## src/sv/keyword_identifier_tokenizer_defines.svh

```systemverilog
// Assertion macros for the keyword/identifier tokenizer.
// Used by the top level; no other dependencies.
`ifndef KEYWORD_IDENTIFIER_TOKENIZER_DEFINES_SVH
`define KEYWORD_IDENTIFIER_TOKENIZER_DEFINES_SVH
`ifndef SYNTHESIS
// Same-cycle implication, disabled during reset.
`define KIT_ASSERT_IMP(label, clk, rst, ante, cons, msg) \
  label: assert property (@(posedge clk) disable iff (rst) (ante) |-> (cons)) \
    else $error(msg);
// Next-cycle implication, disabled during reset.
`define KIT_ASSERT_NXT(label, clk, rst, ante, cons, msg) \
  label: assert property (@(posedge clk) disable iff (rst) (ante) |=> (cons)) \
    else $error(msg);
`else
`define KIT_ASSERT_IMP(label, clk, rst, ante, cons, msg)
`define KIT_ASSERT_NXT(label, clk, rst, ante, cons, msg)
`endif
`endif

```

## src/sv/kit_pkg.sv

```systemverilog
// Shared types, constants and keyword table for the keyword/identifier tokenizer.
// No dependencies.
package kit_pkg;

  localparam int MAX_WORD_LEN_DEF  = 64;
  localparam int KEYWORD_COUNT_DEF = 19;
  localparam int QUEUE_DEPTH_DEF   = 4;

  localparam int KW_TABLE_SIZE = 19;
  localparam int KW_MAXLEN     = 8;

  localparam int INDEX_W  = 5;
  localparam int LENGTH_W = 7;
  localparam int OFFSET_W = 32;

  // Token kind codes.
  localparam logic TK_KEYWORD = 1'b0;
  localparam logic TK_IDENT   = 1'b1;

  // Work codes passed from the front to the back.
  typedef enum logic [1:0] {
    OP_START,
    OP_CHAR,
    OP_END
  } op_t;

  typedef struct packed {
    op_t                 op;
    logic [7:0]          ch;
    logic [OFFSET_W-1:0] offset;
  } entry_t;

  typedef struct packed {
    logic full;
    logic empty;
  } qstat_t;

  // Keyword lengths and texts, right-justified, first character most significant.
  localparam logic [3:0] KW_LEN [KW_TABLE_SIZE] = '{
    4'd4, 4'd5, 4'd4, 4'd4, 4'd3, 4'd6, 4'd5, 4'd6, 4'd8, 4'd4,
    4'd4, 4'd5, 4'd6, 4'd6, 4'd8, 4'd7, 4'd2, 4'd4, 4'd2
  };

  localparam logic [8*KW_MAXLEN-1:0] KW_TEXT [KW_TABLE_SIZE] = '{
    "auto", "break", "case", "char", "int", "double", "float", "signed",
    "unsigned", "void", "enum", "const", "extern", "static", "continue",
    "default", "do", "else", "if"
  };

  // Character of keyword k at position pos, zero past the keyword's end.
  function automatic logic [7:0] kw_char(input int k, input logic [2:0] pos);
    logic [8*KW_MAXLEN-1:0] text;
    logic [8*KW_MAXLEN-1:0] sh;
    int                     len;
    logic [7:0]             res;
    text = KW_TEXT[k];
    len  = int'(KW_LEN[k]);
    sh   = '0;
    res  = '0;
    for (int i = 0; i < KW_MAXLEN; i++) begin
      if (3'(i) == pos && i < len) begin
        sh  = text >> (8 * (len - 1 - i));
        res = sh[7:0];
      end
    end
    return res;
  endfunction

endpackage

```

## src/sv/keyword_identifier_tokenizer.sv

```systemverilog
// Keyword/identifier tokenizer top level: front, work queue, back; uses kit_pkg.
// Throughput: one byte accepted per cycle while the queue has room; the back drains one queue entry
// a cycle, except that a word end waits while the output register holds a stalled token.
// Path: a word's ending byte is written into the queue, then popped and loaded into the output register.
// Stalls: input stalls only while the queue is full, i.e. a token waits on a stalled output.
// Reset (synchronous): word state, stream offset, queue and output valid cleared.
`include "keyword_identifier_tokenizer_defines.svh"
module keyword_identifier_tokenizer #(
  parameter int MAX_WORD_LEN  = kit_pkg::MAX_WORD_LEN_DEF,
  parameter int KEYWORD_COUNT = kit_pkg::KEYWORD_COUNT_DEF,
  parameter int QUEUE_DEPTH   = kit_pkg::QUEUE_DEPTH_DEF
) (
  input  logic                          clk,
  input  logic                          rst,
  input  logic                          in_valid,
  output logic                          in_stall,
  input  logic [7:0]                    ch,
  input  logic                          end_of_stream,
  output logic                          out_valid,
  input  logic                          out_stall,
  output logic                          token_kind,
  output logic [kit_pkg::INDEX_W-1:0]   keyword_index,
  output logic [kit_pkg::LENGTH_W-1:0]  word_length,
  output logic [kit_pkg::OFFSET_W-1:0]  word_start,
  output logic                          too_long
);

  kit_pkg::qstat_t qstat;
  kit_pkg::entry_t push_entry;
  kit_pkg::entry_t head;
  logic            push;
  logic            pop;

  kit_front u_front (
    .clk           (clk),
    .rst           (rst),
    .in_valid      (in_valid),
    .in_stall      (in_stall),
    .ch            (ch),
    .end_of_stream (end_of_stream),
    .qstat         (qstat),
    .push          (push),
    .push_entry    (push_entry)
  );

  kit_fifo #(
    .DEPTH (QUEUE_DEPTH)
  ) u_fifo (
    .clk        (clk),
    .rst        (rst),
    .push       (push),
    .push_entry (push_entry),
    .pop        (pop),
    .head       (head),
    .qstat      (qstat)
  );

  kit_back #(
    .MAX_WORD_LEN  (MAX_WORD_LEN),
    .KEYWORD_COUNT (KEYWORD_COUNT)
  ) u_back (
    .clk           (clk),
    .rst           (rst),
    .head          (head),
    .qstat         (qstat),
    .pop           (pop),
    .out_valid     (out_valid),
    .out_stall     (out_stall),
    .token_kind    (token_kind),
    .keyword_index (keyword_index),
    .word_length   (word_length),
    .word_start    (word_start),
    .too_long      (too_long)
  );

  // The front never writes a full queue.
  `KIT_ASSERT_IMP(a_no_push_full, clk, rst, push, !qstat.full, "queue written while full")
  // A word end taken from the queue head becomes a token.
  `KIT_ASSERT_NXT(a_end_drains, clk, rst, pop && head.op == kit_pkg::OP_END, out_valid, "word end lost")
  // An overlong word is never reported as a keyword.
  `KIT_ASSERT_IMP(a_kw_not_long, clk, rst, out_valid && token_kind == kit_pkg::TK_KEYWORD, !too_long, "keyword token flagged too long")
  // Identifiers carry a zero keyword index.
  `KIT_ASSERT_IMP(a_ident_index, clk, rst, out_valid && token_kind == kit_pkg::TK_IDENT, keyword_index == '0, "identifier with nonzero index")

endmodule

```

## src/sv/kit_front.sv

```systemverilog
// Front end of the tokenizer: accepts bytes, classifies them and queues work.
// Depends on kit_pkg.
module kit_front (
  input  logic                          clk,
  input  logic                          rst,
  input  logic                          in_valid,
  output logic                          in_stall,
  input  logic [7:0]                    ch,
  input  logic                          end_of_stream,
  input  kit_pkg::qstat_t               qstat,
  output logic                          push,
  output kit_pkg::entry_t               push_entry
);

  logic                          in_word;
  logic                          in_word_next;
  logic [kit_pkg::OFFSET_W-1:0]  stream_offset;
  logic [kit_pkg::OFFSET_W-1:0]  stream_offset_next;
  logic                          accept;
  logic                          word_byte;

  // The front holds off only when the queue has no room.
  assign in_stall = qstat.full;
  assign accept   = in_valid && !in_stall;

  assign word_byte = (ch >= 8'h41 && ch <= 8'h5A) || (ch >= 8'h61 && ch <= 8'h7A) ||
                     (ch == 8'h5F);

  // Classify the request and decide what goes into the queue.
  always_comb begin
    in_word_next       = in_word;
    stream_offset_next = stream_offset;
    push               = 1'b0;
    push_entry.op      = kit_pkg::OP_END;
    push_entry.ch      = ch;
    push_entry.offset  = stream_offset;
    if (accept) begin
      priority if (end_of_stream) begin
        push         = in_word;
        in_word_next = 1'b0;
      end else if (word_byte) begin
        push               = 1'b1;
        push_entry.op      = in_word ? kit_pkg::OP_CHAR : kit_pkg::OP_START;
        in_word_next       = 1'b1;
        stream_offset_next = stream_offset + 1'b1;
      end else begin
        push               = in_word;
        in_word_next       = 1'b0;
        stream_offset_next = stream_offset + 1'b1;
      end
    end
  end

  always_ff @(posedge clk) begin
    if (rst) begin
      in_word       <= 1'b0;
      stream_offset <= '0;
    end else begin
      in_word       <= in_word_next;
      stream_offset <= stream_offset_next;
    end
  end

endmodule

```

## src/sv/kit_fifo.sv

```systemverilog
// Short work queue between the tokenizer front and back.
// Depends on kit_pkg.
module kit_fifo #(
  parameter int DEPTH = kit_pkg::QUEUE_DEPTH_DEF
) (
  input  logic            clk,
  input  logic            rst,
  input  logic            push,
  input  kit_pkg::entry_t push_entry,
  input  logic            pop,
  output kit_pkg::entry_t head,
  output kit_pkg::qstat_t qstat
);

  localparam int PTR_W = (DEPTH > 1) ? $clog2(DEPTH) : 1;
  localparam int CNT_W = $clog2(DEPTH + 1);

  kit_pkg::entry_t  slots [DEPTH];
  logic [PTR_W-1:0] wr_ptr;
  logic [PTR_W-1:0] rd_ptr;
  logic [CNT_W-1:0] count;

  assign head        = slots[rd_ptr];
  assign qstat.full  = (count == CNT_W'(DEPTH));
  assign qstat.empty = (count == '0);

  // Entry storage.
  always_ff @(posedge clk) begin
    if (push) begin
      slots[wr_ptr] <= push_entry;
    end
  end

  // Pointers and fill count.
  always_ff @(posedge clk) begin
    if (rst) begin
      wr_ptr <= '0;
      rd_ptr <= '0;
      count  <= '0;
    end else begin
      if (push) begin
        wr_ptr <= (wr_ptr == PTR_W'(DEPTH - 1)) ? '0 : wr_ptr + 1'b1;
      end
      if (pop) begin
        rd_ptr <= (rd_ptr == PTR_W'(DEPTH - 1)) ? '0 : rd_ptr + 1'b1;
      end
      unique case ({push, pop})
        2'b10:   count <= count + 1'b1;
        2'b01:   count <= count - 1'b1;
        default: count <= count;
      endcase
    end
  end

endmodule

```

## src/sv/kit_back.sv

```systemverilog
// Back end of the tokenizer: narrows the keyword mask and builds tokens.
// Depends on kit_pkg; holds the output register.
module kit_back #(
  parameter int MAX_WORD_LEN  = kit_pkg::MAX_WORD_LEN_DEF,
  parameter int KEYWORD_COUNT = kit_pkg::KEYWORD_COUNT_DEF
) (
  input  logic                          clk,
  input  logic                          rst,
  input  kit_pkg::entry_t               head,
  input  kit_pkg::qstat_t               qstat,
  output logic                          pop,
  output logic                          out_valid,
  input  logic                          out_stall,
  output logic                          token_kind,
  output logic [kit_pkg::INDEX_W-1:0]   keyword_index,
  output logic [kit_pkg::LENGTH_W-1:0]  word_length,
  output logic [kit_pkg::OFFSET_W-1:0]  word_start,
  output logic                          too_long
);

  localparam int NACT = (KEYWORD_COUNT < kit_pkg::KW_TABLE_SIZE) ?
                        KEYWORD_COUNT : kit_pkg::KW_TABLE_SIZE;
  localparam int LS_W = $clog2(MAX_WORD_LEN + 1);
  localparam logic [LS_W-1:0] LS_MAX = LS_W'(MAX_WORD_LEN);

  logic [LS_W-1:0]              letters_seen;
  logic [LS_W-1:0]              letters_seen_next;
  logic [NACT-1:0]              candidate_mask;
  logic [NACT-1:0]              candidate_mask_next;
  logic                         overflowed;
  logic                         overflowed_next;
  logic [kit_pkg::OFFSET_W-1:0] start_offset;
  logic [kit_pkg::OFFSET_W-1:0] start_offset_next;

  logic [LS_W-1:0]              base_len;
  logic [NACT-1:0]              base_mask;
  logic                         base_ovf;
  logic [NACT-1:0]              keep;
  logic                         hit;
  logic [kit_pkg::INDEX_W-1:0]  hit_index;
  logic                         out_free;
  logic                         emit;

  assign out_free = !out_valid || !out_stall;
  assign pop      = !qstat.empty && (head.op != kit_pkg::OP_END || out_free);
  assign emit     = pop && (head.op == kit_pkg::OP_END);

  // A word's first byte starts from a fresh mask and count.
  assign base_len  = (head.op == kit_pkg::OP_START) ? '0 : letters_seen;
  assign base_mask = (head.op == kit_pkg::OP_START) ? '1 : candidate_mask;
  assign base_ovf  = (head.op == kit_pkg::OP_START) ? 1'b0 : overflowed;

  // Per-keyword compare of the incoming byte at the current position.
  always_comb begin
    for (int k = 0; k < NACT; k++) begin
      keep[k] = (base_len < LS_W'(kit_pkg::KW_LEN[k])) &&
                (kit_pkg::kw_char(k, base_len[2:0]) == head.ch);
    end
  end

  // Lowest surviving keyword whose length equals the word length.
  always_comb begin
    hit       = 1'b0;
    hit_index = '0;
    for (int k = NACT - 1; k >= 0; k--) begin
      if (candidate_mask[k] && letters_seen == LS_W'(kit_pkg::KW_LEN[k])) begin
        hit       = 1'b1;
        hit_index = kit_pkg::INDEX_W'(k);
      end
    end
  end

  // Word state update for the entry at the queue head.
  always_comb begin
    letters_seen_next   = letters_seen;
    candidate_mask_next = candidate_mask;
    overflowed_next     = overflowed;
    start_offset_next   = start_offset;
    if (pop) begin
      unique case (head.op)
        kit_pkg::OP_START, kit_pkg::OP_CHAR: begin
          if (head.op == kit_pkg::OP_START) begin
            start_offset_next = head.offset;
          end
          if (base_len < LS_MAX) begin
            letters_seen_next   = base_len + 1'b1;
            candidate_mask_next = base_mask & keep;
            overflowed_next     = base_ovf;
          end else begin
            letters_seen_next   = base_len;
            candidate_mask_next = base_mask;
            overflowed_next     = 1'b1;
          end
        end
        kit_pkg::OP_END: begin
          letters_seen_next   = '0;
          candidate_mask_next = '1;
          overflowed_next     = 1'b0;
        end
        default: begin
          letters_seen_next = letters_seen;
        end
      endcase
    end
  end

  always_ff @(posedge clk) begin
    if (rst) begin
      letters_seen   <= '0;
      candidate_mask <= '1;
      overflowed     <= 1'b0;
      start_offset   <= '0;
    end else begin
      letters_seen   <= letters_seen_next;
      candidate_mask <= candidate_mask_next;
      overflowed     <= overflowed_next;
      start_offset   <= start_offset_next;
    end
  end

  // Output register: holds a token until the downstream side takes it.
  always_ff @(posedge clk) begin
    if (rst) begin
      out_valid <= 1'b0;
    end else if (emit) begin
      out_valid <= 1'b1;
    end else if (!out_stall) begin
      out_valid <= 1'b0;
    end
  end

  always_ff @(posedge clk) begin
    if (emit) begin
      token_kind    <= (!overflowed && hit) ? kit_pkg::TK_KEYWORD : kit_pkg::TK_IDENT;
      keyword_index <= (!overflowed && hit) ? hit_index : '0;
      word_length   <= kit_pkg::LENGTH_W'(letters_seen);
      word_start    <= start_offset;
      too_long      <= overflowed;
    end
  end

endmodule
```

## config.mk

```make
export PLATFORM = sky130hd
export DESIGN_NAME = keyword_identifier_tokenizer
export DESIGN_NICKNAME = d
export VERILOG_FILES = /design/src/sv/kit_pkg.sv /design/src/sv/keyword_identifier_tokenizer.sv /design/src/sv/kit_front.sv /design/src/sv/kit_fifo.sv /design/src/sv/kit_back.sv
export VERILOG_INCLUDE_DIRS = /design/src /design/src/sv
export SDC_FILE = /design/constraint.sdc
export NUM_CORES = 1
export LEC_CHECK = 0
export ABC_AREA = 1
export BUFFER_PORTS_ARGS = -buffer_cell sky130_fd_sc_hd__buf_2
export CORE_MARGIN = 5
export CORE_UTILIZATION = 45
export DETAILED_ROUTE_END_ITERATION = 12
export SYNTH_ARGS = -nofsm -noshare
export SYNTH_HDL_FRONTEND = slang
export SYNTH_SLANG_ARGS = --single-unit
```

## constraint.sdc

```tcl
create_clock -name clk -period 4.16 [get_ports clk]
set_input_delay 0.416 -clock clk [delete_from_list [all_inputs] [get_ports clk]]
set_output_delay 0.416 -clock clk [all_outputs]
set_load 0.02 [all_outputs]
```

== Word level (Yosys, flattened, before mapping) ==
Memories as Yosys holds them, arrays and structs flattened. A register that Yosys moved wholly into a read port is not among the register bits.
Cells that the tools add are included.

* Flip-flop bits (word level): 146
* Memories kept: 1
* Word-level logic and storage cells: 299
* Output and inout bits: 48
* Memory bits (writable): 168
* Bits of input ports: 13

* Bitwise logic cells: 3
* Reductions and logical operators: 68
* $add $sub $neg: 6
* Multiplexer cells: 146
* Equality and inequality tests: 44
* Magnitude comparators: 12

{| class="wikitable"
|+ Memory list
! memory !! words !! width !! read ports !! clocked after memory_dff !! wr ports !! line !! RTL
|-
| u_fifo.slots || 4 || 42 || 1 || 1 || 1 || kit_fifo.sv:18 || <nowiki>kit_pkg::entry_t slots [DEPTH];</nowiki>
|}

{| class="wikitable"
|+ Operator list
! kind !! number
|-
| 8-bit 2-to-1 mux || 64
|-
| 7-bit 2-to-1 mux || 19
|-
| 8-bit == test || 16
|-
| 1-bit logical AND || 44
|-
| 19-bit 2-to-1 mux || 2
|-
| 19-bit case mux with 2 select lines || 1
|-
| 1-bit 2-to-1 mux || 33
|-
| 32-bit by 1-bit adder with 32-bit output (second input constant) || 1
|-
| 4-bit 2-to-1 mux || 8
|-
| 7-bit by 3-bit == test with 1-bit output (second input constant) || 4
|-
| 7-bit by 3-bit < comparator with 1-bit output (second input constant) || 4
|-
| 7-bit by 8-bit == test with 1-bit output || 3
|-
| 19-bit AND || 1
|-
| 2-bit 2-to-1 mux || 9
|-
| 17-bit OR reduction || 1
|-
| 8-bit by 7-bit greater-or-equal comparator with 1-bit output (second input constant) || 2
|-
| 8-bit by 7-bit <= comparator with 1-bit output (second input constant) || 2
|-
| 5-bit 2-to-1 mux || 3
|-
| 7-bit by 2-bit == test with 1-bit output (second input constant) || 2
|-
| 7-bit by 2-bit < comparator with 1-bit output (second input constant) || 2
|-
| 7-bit case mux with 2 select lines || 1
|-
| 3-bit == test (first input constant) || 4
|-
| 3-bit 2-to-1 mux || 4
|-
| 9-bit OR reduction || 1
|-
| 29 further kinds || 48
|}

== Logic depth before layout (Yosys ltp) ==
Gate-level depths: netlist of the first run.

* Depth after elaboration: 24
* Gate-level depth with buffers: 23
* Depth with buffers taken out: 21

== By module ==
From an unflattened synthesis of the first run, not the netlist that was laid out.

* Cell total of the unflattened synthesis: 1544
* Area total of the unflattened synthesis: 14486.4 µm²

{| class="wikitable"
|+ By module, submodules not included
! module !! seq. area each (µm²) !! cells each !! area an instance (µm²) !! times used
|-
| kit_fifo || 5225.0 || 466 || 6676.4 || 1
|-
| kit_back || 2582.5 || 762 || 5773.0 || 1
|-
| kit_front || 660.6 || 316 || 2037.0 || 1
|}

== Worst setup path after synthesis of the first run ==
Ideal clock, no wire load.

* Path type: input-to-reg
* Start point: input ch[0]
* End point: memory u_fifo.slots[0][0] (netlist name), enable pin
* Arrival time: 3.143 ns
* Path slack: 0.576 ns
* Library setup time: 0.442 ns
* Data required time: 3.718 ns
* Cell stages on the path: 8
* Buffers on the path: 0
* Cells stage by stage: nand2_1 > inv_1 > o211a_1 > o2bb2ai_1 > nand4_1 > o21ai_0 > clkinv_1 > nor2_1

* Longest elaborated chain between the ends: 9
* Elaborated cells between the ends (all ways): 14
* Classes of those cells: order compare (4); eq/ne (1); mux (5); reduce/logical (4)

{| class="wikitable"
|+ RTL lines
! element !! line !! RTL
|-
| from (decl) || keyword_identifier_tokenizer.sv:17 || <nowiki>input logic [7:0] ch,</nowiki>
|-
| 8-bit by 7-bit greater-or-equal comparator with 1-bit output or 8-bit by 7-bit <= comparator with 1-bit output (tied branches) || kit_front.sv:26 || <nowiki>assign word_byte = (ch >= 8'h41 && ch <= 8'h5A) || (ch >= 8'h61 && ch <= 8'h7A) ||</nowiki>
|-
| 1-bit logical AND || kit_front.sv:26 ||
|-
| 1-bit logical OR || kit_front.sv:26 ||
|-
| 1-bit logical OR (*) || kit_front.sv:26 ||
|-
| 1-bit 2-to-1 mux (*) || kit_front.sv:41 || <nowiki>end else if (word_byte) begin</nowiki>
|-
| 1-bit 2-to-1 mux (*) || kit_front.sv:38 || <nowiki>priority if (end_of_stream) begin</nowiki>
|-
| 1-bit 2-to-1 mux (*) || kit_front.sv:37 || <nowiki>if (accept) begin</nowiki>
|-
| 1-bit 2-to-1 mux (*) || kit_fifo.sv:29 || <nowiki>if (push) begin</nowiki>
|-
| 1-bit 2-to-1 mux (not written as such) (*) || kit_fifo.sv:30 || <nowiki>slots[wr_ptr] <= push_entry;</nowiki>
|-
| to (decl) || kit_fifo.sv:18 ||
|}

Mark *: on every way between the ends. The rest lies on a longest branch, timed or not.

==> results of run 1 <==
-- registers in the layout (all words and copies together), names as in the netlist, named ones only --
name	flops
u_back.candidate_mask	19
u_back.keyword_index	5
u_back.letters_seen	7
u_back.out_valid	1
u_back.overflowed	1
u_back.start_offset	32
u_back.token_kind	1
u_back.too_long	1
u_back.word_length	7
u_back.word_start	32
u_fifo.count	3
u_fifo.rd_ptr	2
u_fifo.slots	168
u_fifo.wr_ptr	2
u_front.in_word	1
u_front.stream_offset	32
-- final timing paths --
kind                                                  to  cells after the start                                 start  slack (ns)
setup / recovery  u_back.candidate_mask[12]$_SDFFE_PP1P_                     19                              register        0.78
hold / removal             u_fifo.slots[2][37]$_DFFE_PP_                      1                                 ch[5]        0.16
setup reg to reg  u_back.candidate_mask[12]$_SDFFE_PP1P_                     19                              register        0.78
hold reg to reg          u_back.word_start[21]$_DFFE_PP_                      0  u_back.start_offset[21]$_SDFFE_PP0P_        0.43
-- cells by family (layout without fill, tap and decap cells) --
group / after synthesis / in the layout / synth area share
AND/OR/NAND/NOR: 737 / 737 / 0.227
adder cells (fa/ha/maj): 14 / 14 / 0.0126
AO/OA/AOI/OAI: 270 / 270 / 0.103
XOR/XNOR: 26 / 26 / 0.0157
buffers and inverters: 192 / 273 / 0.0571
flip-flops: 316 / 316 / 0.585
-- cells in the final DEF (no fill, tap or decap), types with 6 or more instances in the layout --
cell         n
nand2_1    332
edfxtp_1   214
nor2_1     164
nand3_1    123
o21ai_0    122
inv_1      110
dfxtp_1    101
a21oi_1     80
buf_2       60
clkbuf_16   35
o22ai_1     33
nor3_1      26
xor2_1      25
buf_4       23
nand4_1     17
nand2_2     15
inv_2       13
ha_1        13
o21ai_1     10
nor2_4       9
nor2_2       9
or2_2        9
clkbuf_1     9
nor4_1       7
clkinv_2     7
clkinv_1     6
o21a_1       6
nor3b_1      6
-- layer usage --
layer	part of all wire	GRT usage	vias to the layer above	wire length, um
met1	0.45	0.297	5304	17200
li1	-	-	5434	-
met3	0.061	0.0317	81	2340
met5	0	0	-	0
met2	0.46	0.334	417	17500
met4	0.029	0.0659	0	1110
-- per-stage QoR --
stage | cell area [sq um] | util | cells | worst slack [ns] | power (mW)
global placement | 15200 | 0.480 | 1976 | 0.909 | 8.54
global route | 16300 | 0.514 | 2038 | 0.525 | 12.2
CTS | 16300 | 0.514 | 2038 | 0.806 | 11.5
floorplan | 14500 | - | 1555 | 0.576 | 7.25
detailed placement | 15200 | 0.480 | 1976 | 0.837 | 8.52
finish | 16300 | 0.514 | 2038 | 0.776 | 11.4
-- worst max-delay path, stage by stage (launching register included) --
cell and delay [ns]:
dfxtp_2 0.44, inv_2 0.20, nand2_1 0.10, nand3_1 0.09, nand2_2 0.20, nand2_4 0.10
nand2_1 0.18, ha_1 0.28, inv_1 0.11, nor2_1 0.50, o21ai_2 0.20, nand2_2 0.16
nand2_1 0.08, nand2_1 0.07, nand2_1 0.06, nand2_1 0.09, nand3_1 0.10, o21ai_1 0.22
nand2_1 0.08, nand2_1 0.06
-- power breakdown --
part | internal, mW | leakage [nW] | switching (mW)
sequential | 3.73 | 2.80 | 0.206
combinational | 1.33 | 2.86 | 3.24
clock | 1.71 | 0.532 | 1.22
-- layout make-up --
class	instances	area (sq um)
clock buffers	45	923
fillers	2844	15400
well taps	402	503
flip-flops and latches	316	8470
repair buffers	85	513
inverters	126	473
multi-input cells	1047	5220
clock inverters	17	160
==> metrics.cfg, run 1 <==
[synth]
synth_warnings=0
synth_top_area_frac=0.444
synth_edf_count=214
synth_area_sq_um=14500
synth_nets=1582
syn_area_per_cell_sq_um=9.32
synth_ff_type=edfxtp_1
synth_common_cells=332 x nand2_1, 214 x edfxtp_1, 168 x nor2_1, 123 x nand3_1, 122 x o21ai_0
synth-seq-cells=316
yosysTopAreaCell=edfxtp_1
synthTopCellsByArea=edfxtp_1 44%, dfxtp_1 14%, nand2_1 8.6%, nor2_1 4.4%, nand3_1 4.2%
synth_cell_type_count=54
synth-async-reset-ratio=0
synth.most_common_cell=nand2_1
ys_seq_area_frac=0.585
syn_inst=1555

[cts]
post_cts_resized=0
clock_path_buffers=3
cts_buffers=34
cts_hold_buf=0
clock_latency_ns=0.52
clockRootBuffer=clkbuf_16
ctsHtreeMaxLevel=2
cts_tree=built
clk_pin_slew_worst_paths_ns=0.06
postCtsSetupBuffers=0
clkSinkCount=316

[floorplan]
row_count=65
coreArea_sq_um=31600
die_area_sq_um=35900
die_y_um=189
ioPinCount=61
start_util=0.458
die_w_um=189

[sta]
setup_viol_count_final=0
fin_worst_skew_ns=0.0185
hold_viol=0
final.setup.tns_ns=0
rsz0062_at_grt=no
max_freq_mhz=296
fin_crit_ns=3.38
slew_headroom=0.413
worstMarginPinSlew_ns=0.878
whs_ns=0.156
slew_viol_final=0
fin_crit_sh=0.813

[placement]
io_buffers=60
gp_routability_congestion=0.958
hpwl_um=25400

[flow_run]
max_cap_violations=0

[global_route]
grt-ovfl-total=0
antenna_found_initial=0
grt_max_degree=74
first_global_vias=10553
track_usage=0.209
grt_pass1_wl_um=59900

[power]
powerDensity_nw_per_um2=703
ir_worst_vdd_v=0.000376
p_leak_nw=6.20

[setup_path]
crit_arrival_ns=3.84
cp.required_ns=4.62
cp-end-kind=register
path_class=register to register
cp_max_fo=23
start_kind=register

[detailed_routing]
antenna_left=0
first_iter_violations=963
routed_wl_um=38100
vias=11236
drc=0
viasPerCell=5.51
wl_per_cell_um=18.7
drt_pass1_iterations=5

[cells_and_area]
n_antenna_cell=0
area_delta_synth_final_pct=12.3
fin_nets=1637
final_layout_size_suffix_gt1_frac=0.130

[min_path]
hold_class=primary input to register

[status]
status=finished, final reports clean

(Power assumes the default switching activity.)
==> run 2, diff against run 1 <==
==> constraint.sdc (replaced) <==
create_clock -name clk -period 3.3 [get_ports clk]
set_input_delay 0.33 -clock clk [delete_from_list [all_inputs] [get_ports clk]]
set_output_delay 0.33 -clock clk [all_outputs]
set_load 0.02 [all_outputs]
==> run 2 against run 1 <==
Against the previous run:
- first-iteration DRC count grew 2.0%
- global-route usage grew 0.38 points
- register-to-register slack got worse by 0.36 ns
- fmax grew 17%
- critical endpoint is now u_back.candidate_mask[13]$_SDFFE_PP1P_
==> metrics.cfg, run 2 (synthesis gave the netlist of run 1 again) <==
[status]
status=finished, final reports clean

[detailed_routing]
drt_pass1_iterations=5  ; unchanged
viasPerCell=5.43  ; -1.5%
wl_per_cell_um=18.5  ; -0.90%
drc=0  ; unchanged
vias=11199  ; -0.33%
first_iter_violations=982  ; +2.0%
routed_wl_um=38200  ; +0.27%
antenna_left=0  ; unchanged

[floorplan]
start_util=0.458  ; unchanged
die_area_sq_um=35900  ; unchanged
coreArea_sq_um=31600  ; unchanged
ioPinCount=61  ; unchanged
die_w_um=189  ; unchanged
row_count=65  ; unchanged
die_y_um=189  ; unchanged

[setup_path]
cp.required_ns=3.77  ; -0.85 ns
crit_path_cell_trace=inv_2, nand3_1, nand2_4, nand2_4, nand2_1, inv_1, ha_1, buf_4, o211ai_2, nand2_1, xor2_1, nor2_1, nand4_1, nand2_1, nand2_1, nand2_1
start_kind=register
cp_common_cell=nand2_1
cp-end-kind=register
crit_path_max_incr_delay_ns=0.47  ; -0.03 ns
crit_slowest_cell=o211ai_2
crit_arrival_ns=3.36  ; -0.48 ns
path_class=register to register
cp_max_fo=13  ; -43%
reg2reg_depth=16  ; -3

[cells_and_area]
layout_common_cells=332 x nand2_1, 214 x edfxtp_1, 164 x nor2_1, 123 x nand3_1, 122 x o21ai_0
register_area_sq_um=8470  ; unchanged
largest-register=u_fifo.slots
stdcell_area_sq_um=16500  ; +1.4%
fin_util=0.521  ; +0.00720
n_antenna_cell=0  ; unchanged
final_layout_size_suffix_gt1_frac=0.145  ; +0.0150
multiInputGateArea_sq_um=5220  ; unchanged
fin_nets=1660  ; +1.4%
fillCellCount=2873  ; +1.0%
final_common_cell=nand2_1
area_delta_synth_final_pct=13.8
largest_reg_flops=168  ; unchanged

[power]
ir_worst_vdd_v=0.000445  ; +18%
powerDensity_nw_per_um2=887  ; +26%
pwr-share-seq=0.337  ; -0.007
power_frac_comb=0.406  ; +0.006
intPower_mw=8.66  ; +28%
switching_share=0.408  ; about the same
p_switching_mw=5.97  ; +28%
p_clk_frac=0.257  ; about the same
p_leak_nw=6.32  ; +2.1%

[cts]
postCtsSetupBuffers=0  ; unchanged
clkSinkCount=316  ; unchanged
clock_latency_ns=0.53  ; about the same
cts_tree=built
clk_pin_slew_worst_paths_ns=0.06  ; about the same
cts_buffers=35  ; +2.9%
clock_path_buffers=3  ; unchanged
cts_hold_buf=0  ; unchanged
clockRootBuffer=clkbuf_16
post_cts_resized=0  ; unchanged
ctsHtreeMaxLevel=2  ; unchanged

[min_path]
holdPathStages=1  ; unchanged
hold_class=primary input to register

[global_route]
grt-ovfl-total=0  ; unchanged
grt_pass1_wl_um=60900  ; +1.8%
first_global_vias=10662  ; +1.0%
track_usage=0.213  ; +0.00376
antenna_found_initial=0  ; unchanged
grt_max_degree=66  ; -11%

[placement]
hpwl_um=25600  ; +0.74%
dp_slack_ns=0.422  ; -0.415 ns
gp_routability_congestion=0.982  ; +2.5%
place_area_sq_um=15400  ; +1.3%
io_buffers=60  ; unchanged

[sta]
rsz0062_at_grt=no
slew_headroom=0.217  ; -0.196
fin_crit_sh=0.875  ; +0.0617
final.setup.tns_ns=0  ; unchanged
hold_viol=0  ; unchanged
worstMarginPinSlew_ns=1.17  ; +0.295 ns
fin_crit_ns=2.89  ; -0.496 ns
fin_worst_skew_ns=0.0125  ; -0.00602 ns
setup_ws_ns=0.412  ; -0.364 ns
slew_viol_final=0  ; unchanged
max_freq_mhz=346  ; +17%
setup_viol_count_final=0  ; unchanged

[flow_run]
max_cap_violations=0  ; unchanged

-- run 2: changes by cell type in the layout (fill, tap and decap cells not counted), sizes merged --
cell      change
clkbuf        -3
clkinvlp      +2
buf          +22
clkinv        +3
-- run 2: worst max-delay path: cells and delay by family, from the launching register on --
kind,cells,cell delay [ns]
simple gates,10,1.15
flops,1,0.31
fa+ha+maj,1,0.22
xor+xnor,1,0.17
buf+inv,3,0.49
compound gates,1,0.47
-- run 2: worst paths after layout --
check / slack, ns / end / start
worst min register to register: 0.42 / u_back.word_start[14]$_DFFE_PP_ / u_back.start_offset[14]$_SDFFE_PP0P_
worst max-delay path: 0.41 / u_back.candidate_mask[13]$_SDFFE_PP1P_ / register
worst max register to register: 0.41 / u_back.candidate_mask[13]$_SDFFE_PP1P_ / register
worst min-delay path: 0.06 / u_fifo.slots[3][33]$_DFFE_PP_ / ch[1]
-- run 2: area by class of cell --
cell class              count  share of cell area
multi-input cells        1047               0.317
clock inverters            22              0.0127
inverters                 126              0.0287
clock buffers              42              0.0553
flip-flops and latches    316               0.514
well taps                 402              0.0305
repair buffers            107              0.0426
-- run 2: routing by layer --
layer,up-vias,global-route usage,part of all wire
li1,5462,-,-
met1,5333,0.309,0.47
met2,336,0.334,0.45
met3,68,0.0350,0.055
met4,0,0.0587,0.024
met5,-,0,0
-- run 2: power by group through the flow --
stage                     Clock (mW)  Sequential [mW]  Combinational, mW
final                           3.76             4.93               5.94
after global routing            4.05             4.97               6.59
after CTS                       3.85             4.93               5.91
after detailed placement           0             5.00               5.88
after global placement             0             5.00               5.90
after floorplan                    0             5.11               4.03
-- run 2: metrics by stage --
stage / power, mW / hold slack, ns / instances
6_report: 14.6 / 0.0610 / 2062
5_1_grt: 15.6 / 0.0568 / 2062
4_1_cts: 14.7 / 0.0425 / 2062
3_5_place_dp: 10.9 / 0.416 / 1998
3_3_place_gp: 10.9 / 0.413 / 1998
2_1_floorplan: 9.14 / 0.406 / 1555
==> run 3, diff against run 2 <==
--- a/config.mk
+++ b/config.mk
@@ -11,6 +11,7 @@
 export CORE_MARGIN = 5
 export CORE_UTILIZATION = 45
 export DETAILED_ROUTE_END_ITERATION = 12
+export REMOVE_ABC_BUFFERS = 1
 export SYNTH_ARGS = -nofsm -noshare
 export SYNTH_HDL_FRONTEND = slang
 export SYNTH_SLANG_ARGS = --single-unit
==> run 3 against run 2 <==
Against the previous run:
- utilization down 0.087 points
- setup slack worse by 0.094 ns
- clock power about the same
- wire length down 0.32%
- critical path depth up 3
- combinational power about the same
- total power down 0.22%
- flip-flop and latch count unchanged
- sequential share of layout area up 0.086 points
- via count about the same
- non-clock buffer count down 6
- cell count down 0.24%
- critical path type unchanged
- critical endpoint is now u_back.candidate_mask[8]$_SDFFE_PP1P_
- largest cell class unchanged
- largest power group unchanged
- highest routed layer unchanged
==> metrics.cfg, run 3 (synthesis gave the netlist of run 1 again) <==
[power]
total_power_mw=14.6  ; -0.22%
power_frac_comb=0.406  ; about the same
p_switching_mw=5.94  ; -0.61%
p_clk_frac=0.257  ; about the same
powerDensity_nw_per_um2=887  ; about the same
intPower_mw=8.66  ; about the same
ir_worst_vdd_v=0.000521  ; +17%
switching_share=0.407  ; -0.00159
p_leak_nw=6.30  ; -0.37%
pwr-share-seq=0.336  ; about the same

[detailed_routing]
vias=11202  ; +0.027%
wl_per_cell_um=18.5  ; about the same
antenna_left=0  ; unchanged
first_iter_violations=1061  ; +8.0%
drt_pass1_iterations=6  ; +1
routed_wl_um=38100  ; -0.32%
drc=0  ; unchanged
viasPerCell=5.45  ; +0.27%

[cts]
cts_tree=built
clockRootBuffer=clkbuf_16
ctsHtreeMaxLevel=2  ; unchanged
clk_pin_slew_worst_paths_ns=0.06  ; about the same
post_cts_resized=0  ; unchanged
cts_hold_buf=0  ; unchanged
clock_path_buffers=3  ; unchanged
cts_buffers=35  ; unchanged
clkSinkCount=316  ; unchanged
clock_latency_ns=0.53  ; about the same
postCtsSetupBuffers=0  ; unchanged

[sta]
slew_viol_final=0  ; unchanged
fin_crit_sh=0.904  ; +0.0285
worstMarginPinSlew_ns=0.852  ; -0.321 ns
whs_ns=0.0419  ; -0.0191 ns
setup_viol_count_final=0  ; unchanged
final.setup.tns_ns=0  ; unchanged
max_freq_mhz=335  ; -3.2%
rsz0062_at_grt=no
setup_ws_ns=0.318  ; -0.0940 ns
hold_viol=0  ; unchanged
fin_worst_skew_ns=0.0177  ; +0.00521 ns
fin_crit_ns=2.98  ; +0.0940 ns
slew_headroom=0.431  ; +0.214

[setup_path]
crit_arrival_ns=3.46  ; +0.10 ns
reg2reg_depth=19  ; +3
cp_max_fo=20  ; +7
reg2reg_slack_ns=0.32  ; -0.09 ns
cp.required_ns=3.77  ; about the same
reg2reg_to=u_back.candidate_mask[8]$_SDFFE_PP1P_
path_class=register to register
start_kind=register
worstSetupEndpoint=u_back.candidate_mask[8]$_SDFFE_PP1P_
cp-end-kind=register

[cells_and_area]
fin_util=0.520  ; -0.000870
layout_common_cells=332 x nand2_1, 214 x edfxtp_1, 164 x nor2_1, 123 x nand3_1, 122 x o21ai_0
stdcell_area_sq_um=16500  ; -0.17%
largest_reg_flops=168  ; unchanged
final-instance-count-excl-fill=2057  ; -0.24%
largest-register=u_fifo.slots
fin_nets=1654  ; -0.36%
area_delta_synth_final_pct=13.6
final_common_cell=nand2_1
final_layout_size_suffix_gt1_frac=0.138  ; -0.00673

[floorplan]
row_count=65  ; unchanged
coreArea_sq_um=31600  ; unchanged
ioPinCount=61  ; unchanged
die_w_um=189  ; unchanged
die_area_sq_um=35900  ; unchanged
start_util=0.458  ; unchanged
die_y_um=189  ; unchanged

[status]
status=finished, final reports clean

[placement]
dp_slack_ns=0.271  ; -0.152 ns
place_area_sq_um=15300  ; -0.21%
io_buffers=60  ; unchanged
hpwl_um=25600  ; +0.14%
placed_cells=1992  ; -0.30%
gp_routability_congestion=0.985  ; +0.31%

[min_path]
hold_class=primary input to register

[flow_run]
max_cap_violations=0  ; unchanged

[global_route]
antenna_found_initial=1  ; +1
first_global_vias=11051  ; +3.6%
grt-ovfl-total=0  ; unchanged
grt_max_degree=52  ; -21%
grt_pass1_wl_um=61000  ; +0.11%
track_usage=0.212  ; -0.000651

[run 3: critical path, cell delays in order (launching register included)]
cell      delay [ns]
dfxtp_2         0.39
inv_2           0.08
nand2_1         0.07
nand3_1         0.11
nand2_4         0.13
nand2_4         0.08
buf_4           0.21
nand2_4         0.07
buf_4           0.31
inv_2           0.10
ha_1            0.26
inv_1           0.28
nand2_1         0.12
nor2_1          0.14
nand3_1         0.09
nand2_1         0.08
nand3_1         0.09
o21bai_1        0.18
nand2_1         0.07
nand2_1         0.06
[run 3: how the worst min path moves through the flow]
| stage | cells after the start | startpoint | to |
|---|---|---|---|
| global placement | 0 | u_back.start_offset[26]$_SDFFE_PP0P_ | u_back.word_start[26]$_DFFE_PP_ |
| finish | 1 | ch[1] | u_fifo.slots[3][33]$_DFFE_PP_ |
| detailed placement | 0 | u_back.start_offset[25]$_SDFFE_PP0P_ | u_back.word_start[25]$_DFFE_PP_ |
| global route | 1 | ch[1] | u_fifo.slots[3][33]$_DFFE_PP_ |
| CTS | 1 | ch[1] | u_fifo.slots[3][33]$_DFFE_PP_ |
| floorplan | 1 | rst | u_back.letters_seen[3]$_SDFFE_PP0P_ |
[run 3: area by class of cell]
type / count / area, sq um
Fill cell: 2924 / 15200
Sequential cell: 316 / 8470
Multi-Input combinational cell: 1047 / 5220
Clock buffer: 50 / 982
Timing Repair Buffer: 101 / 671
Tap cell: 402 / 503
Inverter: 126 / 473
Clock inverter: 14 / 141
Antenna cell: 1 / 2.50
[run 3: power by group through the flow]
stage          combinational [mW]  sequential, mW  clock, mW
3_5_place_dp                 5.86            4.99          0
2_1_floorplan                3.63            5.22          0
4_1_cts                      5.88            4.91       3.85
3_3_place_gp                 5.86            4.98          0
6_report                     5.93            4.91       3.76
5_1_grt                      6.57            4.96       4.03
[run 3: metal layers]
metal,share of wire,track usage
met1,0.47,0.306
met4,0.029,0.0726
met3,0.052,0.0348
met2,0.44,0.328
met5,0,0
